[src/rtl/trimmed_mean_drop_two_each_end_defines.svh]
// Assertion helpers for the trimmed mean block
`ifndef TRIMMED_MEAN_DROP_TWO_EACH_END_DEFINES_SVH
`define TRIMMED_MEAN_DROP_TWO_EACH_END_DEFINES_SVH

// same-cycle implication, sampled on clk, off during reset
`define TMD_ASSERT_NOW(label, ante, cons, msg) \
    label: assert property (@(posedge clk) disable iff (!rst_n) (ante) |-> (cons)) \
        else $error(msg);

// next-cycle implication, sampled on clk, off during reset
`define TMD_ASSERT_NEXT(label, ante, cons, msg) \
    label: assert property (@(posedge clk) disable iff (!rst_n) (ante) |=> (cons)) \
        else $error(msg);

`endif

[src/rtl/tmd_pkg.sv]
package tmd_pkg;

    localparam int DATA_W    = 32;
    localparam int SUM_W     = 40;
    localparam int CNT_W     = 8;
    localparam int DIVISOR_W = 8;
    localparam int DIV_STEPS = SUM_W;
    localparam int STEP_W    = $clog2(DIV_STEPS);
    localparam int TRIM_N    = 4;
    localparam int MIN_SET   = 5;

    typedef enum logic [2:0] {
        ST_IDLE,
        ST_TRIM,
        ST_PREP,
        ST_DIV,
        ST_FINISH
    } state_t;

    // extremes removed from the sum, one per trim cycle
    typedef enum logic [1:0] {
        SEL_LOW0,
        SEL_LOW1,
        SEL_HIGH0,
        SEL_HIGH1
    } trim_sel_t;

    typedef struct packed {
        logic      accept;
        logic      trim;
        trim_sel_t sel;
        logic      prep;
        logic      step;
        logic      finish;
    } ctrl_cmd_t;

    typedef struct packed {
        logic short_set;
    } dp_stat_t;

endpackage

[src/rtl/tmd_ctrl.sv]
module tmd_ctrl (
    input  logic               clk,
    input  logic               rst_n,
    input  logic               start,
    input  logic               last,
    input  tmd_pkg::dp_stat_t  stat,
    output tmd_pkg::ctrl_cmd_t cmd,
    output logic               busy,
    output logic               done
);
    import tmd_pkg::*;

    state_t            state_reg, state_next;
    logic [1:0]        trim_cnt_reg, trim_cnt_next;
    logic [STEP_W-1:0] step_cnt_reg, step_cnt_next;
    logic              done_reg, done_next;

    localparam logic [1:0]        TRIM_LAST = 2'(TRIM_N - 1);
    localparam logic [STEP_W-1:0] STEP_LAST = STEP_W'(DIV_STEPS - 1);

    always_ff @(posedge clk or negedge rst_n)
    begin
        if (!rst_n)
        begin
            state_reg    <= ST_IDLE;
            trim_cnt_reg <= '0;
            step_cnt_reg <= '0;
            done_reg     <= 1'b0;
        end
        else
        begin
            state_reg    <= state_next;
            trim_cnt_reg <= trim_cnt_next;
            step_cnt_reg <= step_cnt_next;
            done_reg     <= done_next;
        end
    end

    // next state and sequencing counters
    always_comb
    begin
        state_next    = state_reg;
        trim_cnt_next = trim_cnt_reg;
        step_cnt_next = step_cnt_reg;
        unique case (state_reg)
            ST_IDLE:
            begin
                trim_cnt_next = '0;
                if (start && last)
                    state_next = ST_TRIM;
            end
            ST_TRIM:
            begin
                trim_cnt_next = trim_cnt_reg + 2'd1;
                if (stat.short_set)
                    state_next = ST_FINISH;
                else if (trim_cnt_reg == TRIM_LAST)
                    state_next = ST_PREP;
            end
            ST_PREP:
            begin
                step_cnt_next = '0;
                state_next    = ST_DIV;
            end
            ST_DIV:
            begin
                step_cnt_next = step_cnt_reg + STEP_W'(1);
                if (step_cnt_reg == STEP_LAST)
                    state_next = ST_FINISH;
            end
            ST_FINISH:
            begin
                state_next = ST_IDLE;
            end
            default:
            begin
                state_next = ST_IDLE;
            end
        endcase
    end

    // commands to the datapath
    always_comb
    begin
        cmd       = '0;
        cmd.sel   = trim_sel_t'(trim_cnt_reg);
        busy      = 1'b1;
        done_next = 1'b0;
        unique case (state_reg)
            ST_IDLE:
            begin
                busy       = 1'b0;
                cmd.accept = start;
            end
            ST_TRIM:   cmd.trim = 1'b1;
            ST_PREP:   cmd.prep = 1'b1;
            ST_DIV:    cmd.step = 1'b1;
            ST_FINISH:
            begin
                cmd.finish = 1'b1;
                done_next  = 1'b1;
            end
            default:   busy = 1'b1;
        endcase
    end

    assign done = done_reg;

endmodule

[src/rtl/tmd_dp.sv]
module tmd_dp #(
    parameter int MAX_COUNT = 255
) (
    input  logic                                clk,
    input  logic                                rst_n,
    input  tmd_pkg::ctrl_cmd_t                  cmd,
    input  logic signed [tmd_pkg::DATA_W-1:0]   sample,
    output tmd_pkg::dp_stat_t                   stat,
    output logic signed [tmd_pkg::DATA_W-1:0]   mean,
    output logic                                too_few
);
    import tmd_pkg::*;

    localparam logic signed [DATA_W-1:0] POS_MAX = {1'b0, {(DATA_W-1){1'b1}}};
    localparam logic signed [DATA_W-1:0] NEG_MAX = {1'b1, {(DATA_W-1){1'b0}}};
    localparam logic [CNT_W-1:0]         CNT_MAX = CNT_W'(MAX_COUNT);
    localparam logic [CNT_W-1:0]         CNT_MIN = CNT_W'(MIN_SET);
    localparam logic [CNT_W-1:0]         CNT_TRIM = CNT_W'(TRIM_N);

    logic signed [SUM_W-1:0]  sum_reg, sum_next;
    logic signed [DATA_W-1:0] low0_reg, low0_next, low1_reg, low1_next;
    logic signed [DATA_W-1:0] high0_reg, high0_next, high1_reg, high1_next;
    logic [CNT_W-1:0]         count_reg, count_next;
    logic [SUM_W-1:0]         quo_reg, quo_next;
    logic [DIVISOR_W-1:0]     rem_reg, rem_next;
    logic [DIVISOR_W-1:0]     dvs_reg, dvs_next;
    logic                     neg_reg, neg_next;
    logic signed [DATA_W-1:0] mean_reg, mean_next;
    logic                     too_few_reg, too_few_next;

    logic signed [DATA_W-1:0] trim_val;
    logic [DIVISOR_W:0]       trial;

    always_ff @(posedge clk or negedge rst_n)
    begin
        if (!rst_n)
        begin
            sum_reg     <= '0;
            low0_reg    <= POS_MAX;
            low1_reg    <= POS_MAX;
            high0_reg   <= NEG_MAX;
            high1_reg   <= NEG_MAX;
            count_reg   <= '0;
            too_few_reg <= 1'b0;
        end
        else
        begin
            sum_reg     <= sum_next;
            low0_reg    <= low0_next;
            low1_reg    <= low1_next;
            high0_reg   <= high0_next;
            high1_reg   <= high1_next;
            count_reg   <= count_next;
            too_few_reg <= too_few_next;
        end
    end

    always_ff @(posedge clk)
    begin
        quo_reg  <= quo_next;
        rem_reg  <= rem_next;
        dvs_reg  <= dvs_next;
        neg_reg  <= neg_next;
        mean_reg <= mean_next;
    end

    always_comb
    begin
        case (cmd.sel)
            SEL_LOW0:  trim_val = low0_reg;
            SEL_LOW1:  trim_val = low1_reg;
            SEL_HIGH0: trim_val = high0_reg;
            SEL_HIGH1: trim_val = high1_reg;
            default:   trim_val = low0_reg;
        endcase
    end

    assign trial = {rem_reg, quo_reg[SUM_W-1]};

    always_comb
    begin
        sum_next     = sum_reg;
        low0_next    = low0_reg;
        low1_next    = low1_reg;
        high0_next   = high0_reg;
        high1_next   = high1_reg;
        count_next   = count_reg;
        quo_next     = quo_reg;
        rem_next     = rem_reg;
        dvs_next     = dvs_reg;
        neg_next     = neg_reg;
        mean_next    = mean_reg;
        too_few_next = too_few_reg;

        if (cmd.accept && (count_reg < CNT_MAX))
        begin
            sum_next   = sum_reg + SUM_W'(sample);
            count_next = count_reg + CNT_W'(1);
            if (sample < low0_reg)
            begin
                low1_next = low0_reg;
                low0_next = sample;
            end
            else if (sample < low1_reg)
                low1_next = sample;
            if (sample > high0_reg)
            begin
                high1_next = high0_reg;
                high0_next = sample;
            end
            else if (sample > high1_reg)
                high1_next = sample;
        end

        if (cmd.trim)
            sum_next = sum_reg - SUM_W'(trim_val);

        // divide magnitudes, fix the sign at the end for truncation toward zero
        if (cmd.prep)
        begin
            neg_next = sum_reg[SUM_W-1];
            quo_next = sum_reg[SUM_W-1] ? SUM_W'(-sum_reg) : SUM_W'(sum_reg);
            rem_next = '0;
            dvs_next = DIVISOR_W'(count_reg - CNT_TRIM);
        end

        if (cmd.step)
        begin
            if (trial >= {1'b0, dvs_reg})
            begin
                rem_next = DIVISOR_W'(trial - {1'b0, dvs_reg});
                quo_next = {quo_reg[SUM_W-2:0], 1'b1};
            end
            else
            begin
                rem_next = trial[DIVISOR_W-1:0];
                quo_next = {quo_reg[SUM_W-2:0], 1'b0};
            end
        end

        if (cmd.finish)
        begin
            too_few_next = stat.short_set;
            if (stat.short_set)
                mean_next = '0;
            else if (neg_reg)
                mean_next = -$signed(quo_reg[DATA_W-1:0]);
            else
                mean_next = $signed(quo_reg[DATA_W-1:0]);
            sum_next   = '0;
            low0_next  = POS_MAX;
            low1_next  = POS_MAX;
            high0_next = NEG_MAX;
            high1_next = NEG_MAX;
            count_next = '0;
        end
    end

    assign stat.short_set = (count_reg < CNT_MIN);
    assign mean           = mean_reg;
    assign too_few        = too_few_reg;

endmodule

[src/rtl/trimmed_mean_drop_two_each_end.sv]
// Trimmed mean: drops the two smallest and two largest samples, averages the rest.
// Samples are taken one per cycle while busy is low; the word with last closes the set.
// After the closing word come 4 trim, 1 prep, 40 divide steps of the bit-serial
// divider and 1 finish step, then done pulses; a set under five goes from trim to
// finish. busy is high until done; the unstallable result holds to the next finish.
// rst_n clears all accumulator and sequencer state asynchronously.
`include "trimmed_mean_drop_two_each_end_defines.svh"

module trimmed_mean_drop_two_each_end #(
    parameter int MAX_COUNT = 255
) (
    input  logic                              clk,
    input  logic                              rst_n,
    input  logic                              start,
    input  logic signed [tmd_pkg::DATA_W-1:0] sample,
    input  logic                              last,
    output logic                              busy,
    output logic                              done,
    output logic signed [tmd_pkg::DATA_W-1:0] mean,
    output logic                              too_few
);
    import tmd_pkg::*;

    ctrl_cmd_t cmd;
    dp_stat_t  stat;

    tmd_ctrl u_ctrl (
        .clk   (clk),
        .rst_n (rst_n),
        .start (start),
        .last  (last),
        .stat  (stat),
        .cmd   (cmd),
        .busy  (busy),
        .done  (done)
    );

    tmd_dp #(
        .MAX_COUNT (MAX_COUNT)
    ) u_dp (
        .clk     (clk),
        .rst_n   (rst_n),
        .cmd     (cmd),
        .sample  (sample),
        .stat    (stat),
        .mean    (mean),
        .too_few (too_few)
    );

    `TMD_ASSERT_NOW(a_done_after_busy, done, $past(busy), "result without a busy cycle")
    `TMD_ASSERT_NOW(a_short_mean_zero, done && too_few, mean == '0, "short set mean not zero")
    `TMD_ASSERT_NEXT(a_last_sets_busy, start && !busy && last, busy, "closing word not processed")

endmodule
[config.mk]
export PLATFORM = sky130hd
export DESIGN_NAME = trimmed_mean_drop_two_each_end
export DESIGN_NICKNAME = d
export VERILOG_FILES = /design/src/rtl/tmd_pkg.sv /design/src/rtl/tmd_ctrl.sv /design/src/rtl/tmd_dp.sv /design/src/rtl/trimmed_mean_drop_two_each_end.sv
export VERILOG_INCLUDE_DIRS = /design/src /design/src/rtl
export SDC_FILE = /design/constraint.sdc
export NUM_CORES = 1
export LEC_CHECK = 0
export BUFFER_PORTS_ARGS = -buffer_cell sky130_fd_sc_hd__buf_2
export CAP_MARGIN = 20
export CORE_ASPECT_RATIO = 1.4
export CORE_MARGIN = 2
export CORE_UTILIZATION = 40
export DETAILED_ROUTE_END_ITERATION = 8
export PLACE_DENSITY_LB_ADDON = 0.12
export SYNTH_ARGS = -nofsm -noshare
export SYNTH_HDL_FRONTEND = slang
export SYNTH_SLANG_ARGS = --single-unit
[constraint.sdc]
create_clock -name clk -period 5.2 [get_ports clk]
set_input_delay 1.3 -clock clk [delete_from_list [all_inputs] [get_ports clk]]
set_output_delay 1.3 -clock clk [all_outputs]
set_load 0.02 [all_outputs]
# ---- Word-level counts from Yosys, hierarchy flattened
# Index checks and enable logic that the tools add are counted.
dict set report word_totals {
  register_bits 278
  inputBits 36
  elab_cells 102
}
dict set report classes {
  n_addsub 9
  n_lt_le_gt_ge 7
  eq_ne 11
  n_mux 41
  reduce_logical 18
}
# op n
set op_table {}
lappend op_table {{32-bit two-way mux} 15}
lappend op_table {{40-bit two-way mux} 6}
lappend op_table {{32-bit case mux with 4 select lines} 1}
lappend op_table {{32-bit > comparator} 2}
lappend op_table {{32-bit < comparator} 2}
lappend op_table {{40-bit by 32-bit adder with 40-bit output} 1}
lappend op_table {{8-bit two-way mux} 5}
lappend op_table {{40-bit negator} 1}
lappend op_table {{40-bit by 32-bit subtractor with 40-bit output} 1}
lappend op_table {{32-bit negator} 1}
lappend op_table {{3-bit two-way mux} 4}
lappend op_table {{3-bit case mux with 4 select lines} 1}
lappend op_table {{6-bit case mux with 2 select lines} 1}
lappend op_table {{2-bit nonzero test} 6}
lappend op_table {{9-bit by 8-bit >= comparator with 1-bit output} 1}
lappend op_table {{3-bit nonzero test} 3}
lappend op_table {{8-bit by 1-bit adder with 8-bit output (second input constant)} 1}
lappend op_table {{8-bit by 3-bit < comparator with 1-bit output (second input constant)} 1}
lappend op_table {{8-bit < comparator (second input constant)} 1}
lappend op_table {{2-bit AND reduction} 4}
lappend op_table {{8-bit by 3-bit subtractor with 8-bit output (second input constant)} 1}
lappend op_table {{8-bit subtractor} 1}
lappend op_table {{1-bit two-way mux} 7}
lappend op_table {{6-bit by 1-bit adder with 6-bit output (second input constant)} 1}
lappend op_table {{14 further kinds} 18}

# ---- Logic depth before layout (Yosys ltp)
dict set report depth {
  ltp_word 6
  ltp_mapped 23
  ltp_nobuf 22
}

# ---- Modules after synthesis
# A second synthesis with hierarchy kept.
dict set report hier_totals {
  hier_cells 2581
  area_unflattened_um2 22392.7
}
# module instances cells_per_inst area_per_inst_um2 seq_area_each_um2
set modules_own_cells {}
lappend modules_own_cells {tmd_dp 1 2512 21744.6 7181.9}
lappend modules_own_cells {tmd_ctrl 1 69 648.1 300.3}

# ---- Worst setup path before layout
# OpenSTA, ideal clock, no wires.
dict set report synth_timing {
  path_type {input port to flip-flop}
  start {input port sample[0] in the netlist's numbering}
  end {register u_dp.sum_reg[37]}
  setup_ns 0.134
  arrival_time_ns 5.912
  required_time_ns 5.066
  setup_slack_ns -0.846
  cell_stages 23
  n_path_buf 2
  cell_sequence {clkbuf_1 inv_1 ha_1 nand2_1 or2_1 nand2b_1 or4_1 or2_1 or3_2 or3_1 a31oi_1 ha_1 clkbuf_1 a21o_1 a21o_1 a21o_1 a21oi_1 nor2b_1 o21a_1 a211o_1 a21oi_1 xor2_1 o31ai_1}
}
dict set report synth_via {
  elab_chain_cells 4
}
# element line_no
set synth_rtl {}
lappend synth_rtl {{start: declaration} trimmed_mean_drop_two_each_end.sv:15} ;# input logic signed [tmd_pkg::DATA_W-1:0] sample,
lappend synth_rtl {{40-bit by 32-bit adder with 40-bit output} tmd_dp.sv:97} ;# sum_next = sum_reg + SUM_W'(sample);
lappend synth_rtl {{40-bit two-way mux} tmd_dp.sv:95} ;# if (cmd.accept && (count_reg < CNT_MAX))
lappend synth_rtl {{40-bit two-way mux} tmd_dp.sv:115} ;# if (cmd.trim)
lappend synth_rtl {{40-bit two-way mux} tmd_dp.sv:141} ;# if (cmd.finish)
lappend synth_rtl {{end signal: assignment} tmd_dp.sv:48} ;# sum_reg <= sum_next;
lappend synth_rtl {{end: declaration} tmd_dp.sv:20} ;# logic signed [SUM_W-1:0] sum_reg, sum_next;
# Every way passes these cells. The select of a mux whose other input is x is not followed.
# A chain may end at the register's enable or synchronous reset.

# ---- Final worst setup path
dict set report layout_timing {
  start {input port sample[5] in the netlist's numbering}
  end {register u_dp.sum_reg[37]}
}
# The elaborated chain is that of the path after synthesis.

==> results.json <==
{
  "worst_pin_slew_ns": 1.05,
  "critical_path_class": "primary input to flip-flop",
  "placementRows": 98,
  "maxCapViolations": 0,
  "cts_tree": "done",
  "dieHeight_microns": 272,
  "power.share.combinational_pct": 60.5,
  "diodes_inserted": 0,
  "rsz0062_at_grt": "yes",
  "asr_flop_ratio_synth_pct": 68.0,
  "setup.worst_path.start_class": "primary input",
  "period_needed_ns": 5.18,
  "max-vdd-ir-drop_uv": 333,
  "die_width_microns": 195,
  "grt_usage_pct": 22.5,
  "nets": 2695,
  "core-area_sq_um": 50800,
  "filler_cell_count": 4993,
  "wl_per_cell_microns": 18.9,
  "post-route-worst-setup-slack_ns": 0.0177,
  "netlist.top_cell.by_area": "sky130_fd_sc_hd__dfrtp_1",
  "number_of_buffers_created_by_cts": 31,
  "critical_path.max_fanout": 5,
  "clk_pin_slew_worst_setup_hold_paths_ns": 0.06,
  "syn_area_sq_um": 20500,
  "worst_clock_skew_ns": 0.0129,
  "clock_latency_ns": 0.60,
  "number_of_storage_elements_in_the_synthesis_netlist": 278,
  "clkPwrFrac_pct": 14.3,
  "final_layout_size_suffix_gt1_share_pct": 18.2,
  "grt_pass1_wl_microns": 95900,
  "synth_edf_count": 89,
  "pwr-share-seq_pct": 25.1,
  "mapped_avg_cell_area_sq_um": 8.87,
  "run_status": "finished, final reports clean",
  "remaining_global_route_overflow": 0,
  "maximum_clock_frequency_mhz": 193,
  "synth.area.top_cells": "sky130_fd_sc_hd__dfrtp_1, sky130_fd_sc_hd__edfxtp_1, sky130_fd_sc_hd__ha_1",
  "netSwitchingFraction_pct": 44.2,
  "crit_path_end_kind": "flip-flop",
  "post_cts_hold_buffer_count": 0,
  "worstPathRequired_ns": 5.65,
  "most_repeated_cell_in_the_gate_level_netlist_after_synthesis": "sky130_fd_sc_hd__nand2_1",
  "critical_path_top_delay_cell": "sky130_fd_sc_hd__or4_4",
  "clock_sinks": 278,
  "setup_viol": 0,
  "via_cell_ratio": 5.49,
  "power_density_nw_per_um2": 691,
  "clockRootBuffer": "sky130_fd_sc_hd__clkbuf_16",
  "grt_start_max_net_pins": 107,
  "critical_path.top_delay_family": "simple AND/OR/NAND/NOR gates",
  "final_min_period_over_clock_period_pct": 99.7,
  "ys_dominant_reg_cell": "sky130_fd_sc_hd__dfrtp_1",
  "syn-num-nets": 2531,
  "area_occupied_by_registers_sq_um": 7480,
  "timing.final.max_slew_violations": 0,
  "initial_core_util_pct": 40.3,
  "critical_path_max_stage_delay_ns": 0.43,
  "first_global_vias": 17800,
  "gp_congestion": 0.861,
  "totalPowerFinal_mw": 16.5,
  "die-area_sq_um": 53000,
  "routed_wl_microns": 59400,
  "cts_buffer_depth": 3,
  "power.switching_mw": 7.29,
  "cells_along_the_critical_path": "buf_6 > nor4_4 > nand2_1 > or2_4 > nand2b_4 > or4_4 > or2_4 > or3_4 > or3_4 > a31oi_2 > ha_1 > a21o_1 > a21o_1 > a21o_1 > a21oi_2 > nor2b_2 > o21a_1 > a211o_1 > a21oi_2 > xor2_1 > o31ai_1",
  "pin_count": 71,
  "drcViolationCount": 0,
  "ys_seq_area_share_pct": 36.6,
  "synth_common_cells": "sky130_fd_sc_hd__nand2_1, sky130_fd_sc_hd__nor2_1, sky130_fd_sc_hd__o21ai_0, sky130_fd_sc_hd__ha_1, sky130_fd_sc_hd__inv_1",
  "detailedPlacementHpwl_microns": 43200,
  "synth.distinct_cells": 74,
  "place_worst_setup_slack_ns": -0.756,
  "drtIter0Drc": 941,
  "arrival_ns": 5.63,
  "worst_max_slew_margin_expressed_relative_to_the_limit_pct": 30.3,
  "cts_htree_levels": 1,
  "p_leak_nw": 11.1,
  "critical_path_buf_inv_count": 1,
  "area_of_combinational_cells_with_multiple_inputs_sq_um": 12000,
  "io_buffers": 70,
  "dr.pass1.iters": 7,
  "internal_power_mw": 9.22,
  "hold_path_class": "flip-flop to flip-flop",
  "routed-via-count": 17300,
  "detail-route-antenna-nets": 0,
  "critical_path_most_common_cell": "sky130_fd_sc_hd__a21o_1",
  "synthesis.yosys.warnings": 0,
  "report.final.hold_viol_count": 0,
  "grt_antenna_before_repair": 0,
  "syn2layout_area_growth_pct": 16.8,
  "syn_inst": 2307,
  "netlist.area_leader.share_pct": 15.3
}
## placed cells by master, fill, tap and decap left out, drive strengths merged, types with 11 or more instances in the layout
| cell type | netlist | final |
|---|---|---|
| nor3 | 25 | 25 |
| dfstp | 64 | 64 |
| o31ai | 26 | 26 |
| nand2 | 256 | 256 |
| inv | 167 | 167 |
| a222oi | 32 | 32 |
| clkbuf | 107 | 42 |
| a21oi | 136 | 136 |
| o21ai | 197 | 197 |
| a211oi | 11 | 11 |
| edfxtp | 89 | 89 |
| mux2 | 34 | 34 |
| nand3 | 84 | 84 |
| or3 | 21 | 21 |
| xnor2 | 61 | 61 |
| nor2 | 195 | 195 |
| ha | 186 | 186 |
| nor4 | 11 | 11 |
| nand4 | 37 | 37 |
| nand2b | 16 | 16 |
| xor2 | 82 | 82 |
| mux2i | 111 | 111 |
| nor2b | 12 | 12 |
| a21o | 79 | 79 |
| dfrtp | 125 | 125 |
| or4 | 14 | 14 |
| buf | 19 | 256 |
## power groups by stage
stage / Combinational [mW] / Sequential (mW) / Clock [mW]
4_1_cts: 9.99 / 4.14 / 2.42
6_report: 9.99 / 4.15 / 2.36
5_1_grt: 11.2 / 4.27 / 2.50
3_3_place_gp: 9.75 / 4.16 / 0
3_5_place_dp: 9.95 / 4.18 / 0
2_1_floorplan: 6.72 / 3.97 / 0
## worst register-to-register path: stages (launching register included)
cell                       delay, ns
sky130_fd_sc_hd__dfrtp_1        0.42
sky130_fd_sc_hd__ha_1           0.36
sky130_fd_sc_hd__buf_12         0.23
sky130_fd_sc_hd__a222oi_1       0.39
sky130_fd_sc_hd__nor2_1         0.07
sky130_fd_sc_hd__a21oi_1        0.13
sky130_fd_sc_hd__nor2_1         0.06
sky130_fd_sc_hd__a21oi_1        0.27
sky130_fd_sc_hd__buf_4          0.17
sky130_fd_sc_hd__ha_1           0.25
sky130_fd_sc_hd__a21o_1         0.17
sky130_fd_sc_hd__a21oi_1        0.18
sky130_fd_sc_hd__o211ai_1       0.15
sky130_fd_sc_hd__a311oi_1       0.37
sky130_fd_sc_hd__o21ai_0        0.19
sky130_fd_sc_hd__a221o_1        0.42
sky130_fd_sc_hd__a211oi_1       0.23
sky130_fd_sc_hd__buf_4          0.17
sky130_fd_sc_hd__o21bai_1       0.09
sky130_fd_sc_hd__xnor2_1        0.21
sky130_fd_sc_hd__o21ai_0        0.11
## layout make-up
cell class	count	share of cell area (%)
tap	650	3.40
sequential	278	31.3
inverter	167	2.63
clock buffer	41	3.49
multi-input combinational	1736	50.4
clock inverter	17	0.979
timing repair buffer	257	7.75
## what timing repair did
| item | 4_1_cts | 5_1_grt |
|---|---|---|
| gates resized for setup | 4 | 11 |
| setup endpoints to repair | 3 | 8 |
| buffers inserted | 1 | 4 |
| pin swaps | 6 | 9 |
## through the flow
step	hold slack, ns	utilization (%)	TNS, ns	instance area, sq um	instances
3_5_place_dp	0.464	44.8	-6.82	22700	3083
4_1_cts	0.480	46.9	0	23800	3142
2_1_floorplan	0.466	-	-2.29	20500	2307
5_1_grt	0.526	47.1	-0.446	23900	3146
6_report	0.480	47.1	0	23900	3146
3_3_place_gp	0.456	44.8	-6.28	22700	3083
## final timing paths
check | depth (start not counted) | endpoint | slack, ns | from
setup reg to reg | 20 | u_dp.sum_reg[32] | 0.45 | u_ctrl.trim_cnt_reg[0]
max in group asynchronous | 2 | u_dp.low0_reg[16] | 3.40 | rst_n
hold / removal | 2 | u_dp.too_few | 0.48 | u_dp.too_few
setup / recovery | 21 | u_dp.sum_reg[37] | 0.02 | sample[5]
hold reg to reg | 2 | u_dp.too_few | 0.48 | u_dp.too_few
min in group asynchronous | 1 | u_dp.high0_reg[6] | 0.80 | rst_n
## routing by layer
layer	share of wire, %	global-route usage (%)	wire length [microns]
met2	51	41.0	30000
met3	4.1	2.27	2430
met4	3.3	7.91	1940
met5	0	0	0
met1	42	27.5	25000
## kinds of logic (layout without fill, tap and decap cells)
family | count (synthesis) | after routing | share of synthesized area [%]
buf+inv | 293 | 482 | 5.50
fa+ha+maj | 188 | 188 | 11.6
xor+xnor | 143 | 143 | 6.12
compound gates | 565 | 565 | 17.5
mux | 145 | 145 | 7.30
flops | 278 | 278 | 36.6
simple gates | 695 | 695 | 15.4
(Power assumes the default switching activity.)
